==> config.mk <==
export PLATFORM = sky130hd
export DESIGN_NAME = sit_hash
export DESIGN_NICKNAME = d
export VERILOG_FILES = /design/src/rtl/sit_pkg.sv /design/src/rtl/sit_hash.sv
export SDC_FILE = /design/constraint.sdc
export NUM_CORES = 1
export LEC_CHECK = 0
export BUFFER_PORTS_ARGS = -buffer_cell sky130_fd_sc_hd__buf_4
export CAP_MARGIN = 20
export CORE_ASPECT_RATIO = 1.75
export CORE_MARGIN = 2
export CORE_UTILIZATION = 30
export CTS_CLUSTER_DIAMETER = 30
export DETAILED_ROUTE_END_ITERATION = 10
export HOLD_SLACK_MARGIN = 0.05
export MAX_ROUTING_LAYER = met4
export SLEW_MARGIN = 40
export SYNTH_ARGS = -nofsm -noshare
export SYNTH_HDL_FRONTEND = slang
export SYNTH_SLANG_ARGS = --single-unit
export TNS_END_PERCENT = 5
==> constraint.sdc <==
create_clock -name clock -period 7.3 [get_ports clock]
set_input_delay 1.46 -clock clock [delete_from_list [all_inputs] [get_ports clock]]
set_output_delay 1.46 -clock clock [all_outputs]
set_load 0.02 [all_outputs]
==> src/rtl/sit_pkg.sv <==
`timescale 1ns / 1ps
// ----------------------------------------------------------------------------
// String intern table package
// Shared types, hash constants and status codes.
// ----------------------------------------------------------------------------
package sit_pkg;

   localparam logic [31:0] FNV_BASIS = 32'd2166136261;
   localparam logic [31:0] FNV_PRIME = 32'd16777619;

   typedef enum logic [1:0] {
      ST_OK        = 2'd0,
      ST_HALF_LOAD = 2'd1,
      ST_STORE_FULL = 2'd2,
      ST_KEY_LONG  = 2'd3
   } status_type;

   typedef enum logic [3:0] {
      S_COLLECT,
      S_HASH,
      S_PROBE_RD,
      S_PROBE_CHK,
      S_CMP_RD,
      S_CMP_CHK,
      S_INS_CHK,
      S_INS_WR,
      S_SLOT_WR,
      S_RESP
   } state_type;

   typedef struct packed {
      logic [7:0]  slot_index;
      logic [13:0] string_offset;
      logic        newly_added;
      logic [1:0]  status;
   } rsp_type;

   typedef struct packed {
      logic [7:0] key_byte;
      logic       byte_present;
      logic       end_of_key;
   } req_type;

endpackage

==> src/rtl/sit_hash.sv <==
`timescale 1ns / 1ps
// ----------------------------------------------------------------------------
// FNV-1a hash step
// Folds one byte into the running hash per cycle while fold is asserted.
// ----------------------------------------------------------------------------
module sit_hash
   import sit_pkg::*;
(
   input  logic        clock,
   input  logic        reset,
   input  logic        clear,
   input  logic        fold,
   input  logic [7:0]  data,
   output logic [31:0] hash
);
   logic [31:0] hash_ff, hash_in;

   always_comb begin
      hash_in = hash_ff;
      if (clear) hash_in = FNV_BASIS;
      else if (fold) hash_in = (hash_ff ^ {24'd0, data}) * FNV_PRIME;
   end

   always_ff @(posedge clock) begin
      if (reset) hash_ff <= FNV_BASIS;
      else hash_ff <= hash_in;
   end

   assign hash = hash_ff;
endmodule
# [Word-level counts from Yosys, hierarchy flattened]
# Cells that the tools add are included.
[totals] latchBits=0 rom_bits=0 output_inout_bits=32 ff_bits=32 elab_cells=4 ramBits=0 in_bits=12 mem_count=0
[classes] shifts=0 reduce_logical=1 add_sub_neg=0 n_mux=0 eq_ne=0 n_bitwise=1 multipliers=1 div_mod_pow=0 order_cmp=0
[ops] op="32-bit by 25-bit multiplier with 32-bit output (second input constant)" n=1
[ops] op="32-bit by 8-bit XOR with 32-bit output" n=1
[ops] op="2-bit OR reduction" n=1

# [Depth between registers and ports, before layout]
[logic_depth] depth_word=2 mapped_depth=20 mapped_depth_nobuf=20

# [Worst setup path after synthesis]
# OpenSTA, ideal clock, no wires.
[synth_timing] path_type="input to register" start="input data[4]" end="register hash_ff[29] (netlist: hash[29])" arrival_ps=6231 cell_stages=19 setup_slack_ps=947 required_time_ps=7178 path_buffers=0 cell_sequence="xor2_1 -> ha_1 -> ha_1 -> fa_1 -> ha_1 -> fa_1 -> ha_1 -> inv_1 -> fa_1 -> inv_1 -> ha_1 -> a21o_1 -> or3_1 -> a41oi_1 -> o32a_2 -> nor2_1 -> o32ai_2 -> nor4_1 -> a311o_1"
[synth_between] elab_chain_cells=2
[synth_lines] element="from (decl)" line_no="sit_hash.sv:13" text="input logic [7:0] data,"
[synth_lines] element="32-bit by 8-bit XOR with 32-bit output" line_no="sit_hash.sv:21" text="else if (fold) hash_in = (hash_ff ^ {24'd0, data}) * FNV_PRIME;"
[synth_lines] element="32-bit by 25-bit multiplier with 32-bit output" line_no="sit_hash.sv:21"
[synth_lines] element="to (signal assigned)" line_no="sit_hash.sv:26" text="else hash_ff <= hash_in;"
[synth_lines] element="to (decl)" line_no="sit_hash.sv:16" text="logic [31:0] hash_ff, hash_in;"
# No other way between the ends.
# A chain may end at the register's enable or synchronous reset.

# [Worst setup path after layout]
[layout_timing] start="input data[1]" end="register hash_ff[29] (netlist: hash[29])"
# The elaborated chain is that of the path after synthesis.

==> results_dict.tcl <==
set metrics [dict create \
    reg2reg_depth 18 \
    syn_area_um2 6817 \
    root_buffer "clkbuf_16" \
    syn_to_final_growth_pct 12.94 \
    final_net_count 1051 \
    clk_pin_slew_ns 0.06 \
    maxCapViolCount 0 \
    yosys.cell_types.count 48 \
    post_cts_buffers 0 \
    max_slew_margin 0.5546 \
    whs_ns 0.5516 \
    dp_hpwl_mm 15.82 \
    grt_pass1_wl_mm 29.17 \
    wl_per_cell_um 17.04 \
    critPathMaxStageDelay_ns 0.53 \
    n_antenna_cell 0 \
    dieArea_um2 23990 \
    grt_max_degree 35 \
    endpoint_kind "register" \
    rows 73 \
    cts_resized 0 \
    clock_latency_ns 0.29 \
    setup_viol_count_final 0 \
    hold_viol_final 0 \
    synth_edf_count 0 \
    drt-vias-per-instance 4.793 \
    yosysMostFrequentCell "ha_1" \
    cpMaxStageDelayCell "xor2_1" \
    synth-seq-cells 32 \
    cts_buffers 5 \
    async_reset_ff_frac 0 \
    drive_above_1_share 0.08824 \
    route.detailed.drc 0 \
    rsz0062_at_grt "no" \
    place_congestion 0.9457 \
    worstPathRequired_ns 7.47 \
    synth-main-ff-cell "dfxtp_1" \
    largest_reg_flops 32 \
    fin_setup_tns_ns 0 \
    hold_depth 2 \
    ctsHoldBuffers 0 \
    finalCriticalPeriod_ns 6.686 \
    htreeDepth 2 \
    worst_slew_pin_slew_ns 0.6658 \
    yosys.area.top_type "ha_1" \
    synthTopCellsByArea "ha_1 (34%), fa_1 (22%), dfxtp_1 (9.4%)" \
    ys_top_cells_by_count "ha_1 (184), inv_1 (167), fa_1 (74)" \
    drtPass1Iterations 4 \
    antenna_left 0 \
    drtIter0Drc 132 \
    cp_top_family "adder cells" \
    finalWirelength_mm 18.43 \
    clock-sinks 32 \
    crit_top_cell "ha_1" \
    finClkSkew_ns 0.004960 \
    cp_max_fo 6 \
    fin_cells 1082 \
    timing.critical_path.buf_inv 3 \
    antenna_found_initial 0 \
    synth_top_area_frac 0.3377 \
    die-width_um 117.9 \
    yosysWarnings 0 \
    num_vias 5186 \
    maxSlewViolCount 0 \
    numPortBuffers 43 \
    die_h_um 203.4 \
    start_kind "input port" \
    post-route-period-util 0.9159 \
    ys_seq_area_frac 0.09398 \
    arrival_ns 6.86 \
    path_depth 20 \
    gr-total-overflow 0 \
    outcome "finished, final reports clean" \
    cts_tree "yes" \
    clk_path_buf_depth 2 \
    grt_pass1_vias 5567 \
    initial_core_util 0.3021 \
    synth_fp_nets 1005 \
    io_pins 44 \
    fmax_mhz 149.6 \
    placedCellCount 1074 \
    grt_usage 0.1629 \
    worstSetupPathType "in2reg" \
    hold_class "reg2reg" \
    syn_inst 735 \
    syn_avg_cell_area_um2 9.274 \
    core_um2 22560 \
    path_cells "buf_4 -> xor2_1 -> ha_1 -> ha_1 -> fa_1 -> ha_1 -> fa_1 -> ha_1 -> inv_1 -> fa_1 -> inv_1 -> ha_1 -> a21o_1 -> or3_1 -> a41oi_1 -> o32a_2 -> nor2_1 -> o32ai_2 -> nor4_1 -> a311o_1" \
]
[path summary, 6_finish.rpt]
check               start        to  slack [ns]
setup / recovery  data[1]  hash[29]        0.61
hold / removal    hash[5]   hash[5]        0.55
setup reg to reg  hash[7]  hash[29]        1.48
hold reg to reg   hash[5]   hash[5]        0.55
[layout make-up]
type	instances	area (um2)
Clock buffer	5	125.1
Clock inverter	3	42.54
Timing Repair Buffer	51	382.9
Fill cell	2362	14860
Tap cell	300	375.4
Multi-Input combinational cell	523	5500
Sequential cell	32	640.6
Inverter	168	631.9
[logic make-up after synthesis]
kind of cell / after synthesis / synth area share
simple gates: 91 / 0.06608
xor+xnor: 50 / 0.06424
mux: 7 / 0.01028
compound gates: 117 / 0.1112
fa+ha+maj: 258 / 0.5551
flops: 32 / 0.09398
buf+inv: 180 / 0.09912
[per-stage QoR]
stage | worst slack [ns] | utilization | area (um2)
finish | 0.6136 | 0.3412 | 7699
global route | 0.3250 | 0.3412 | 7699
CTS | 0.6268 | 0.3412 | 7699
detailed placement | 0.3423 | 0.3338 | 7531
global placement | 0.3530 | 0.3338 | 7530
floorplan | 0.9470 | - | 6817
[metal layers]
metal | global-route usage | part of all wire | vias to the layer above | wire length (um)
met5 | - | 0 | - | 0
li1 | - | - | 2538 | -
met1 | 0.1466 | 0.34 | 2514 | 6247
met2 | 0.3322 | 0.58 | 89 | 10760
met3 | 0.01119 | 0.016 | 45 | 292
met4 | 0.08563 | 0.061 | 0 | 1132
[worst register-to-register path: cells and delay by family, from the launching register on]
family	cells	cell delay [ns]
adders and majority gates	8	2.86
AOI/OAI and AO/OA	5	1.70
xor gates and xnor gates	1	0.52
DFF	1	0.41
and+or+nand+nor	2	0.15
buffers and inverters	2	0.09
[cells in the final DEF, fill, tap and decap left out, types with 3 or more instances in the layout]
cell type / count
nand2_1: 18
o21bai_1: 3
xnor2_1: 25
fa_1: 74
nor2b_1: 3
a21oi_1: 33
clkbuf_16: 5
nand2b_1: 5
buf_4: 51
a211oi_1: 8
nor2_1: 28
xor2_1: 25
nor3_1: 7
and4_1: 3
mux2i_1: 7
o21ai_0: 28
nand4_1: 6
o211ai_1: 6
dfxtp_1: 32
ha_1: 184
inv_1: 167
a21o_1: 16
a31oi_1: 4
nand3_1: 7
Power is not shown: default switching activity piles up to over one toggle a cycle in this logic, so the estimate is an artifact.
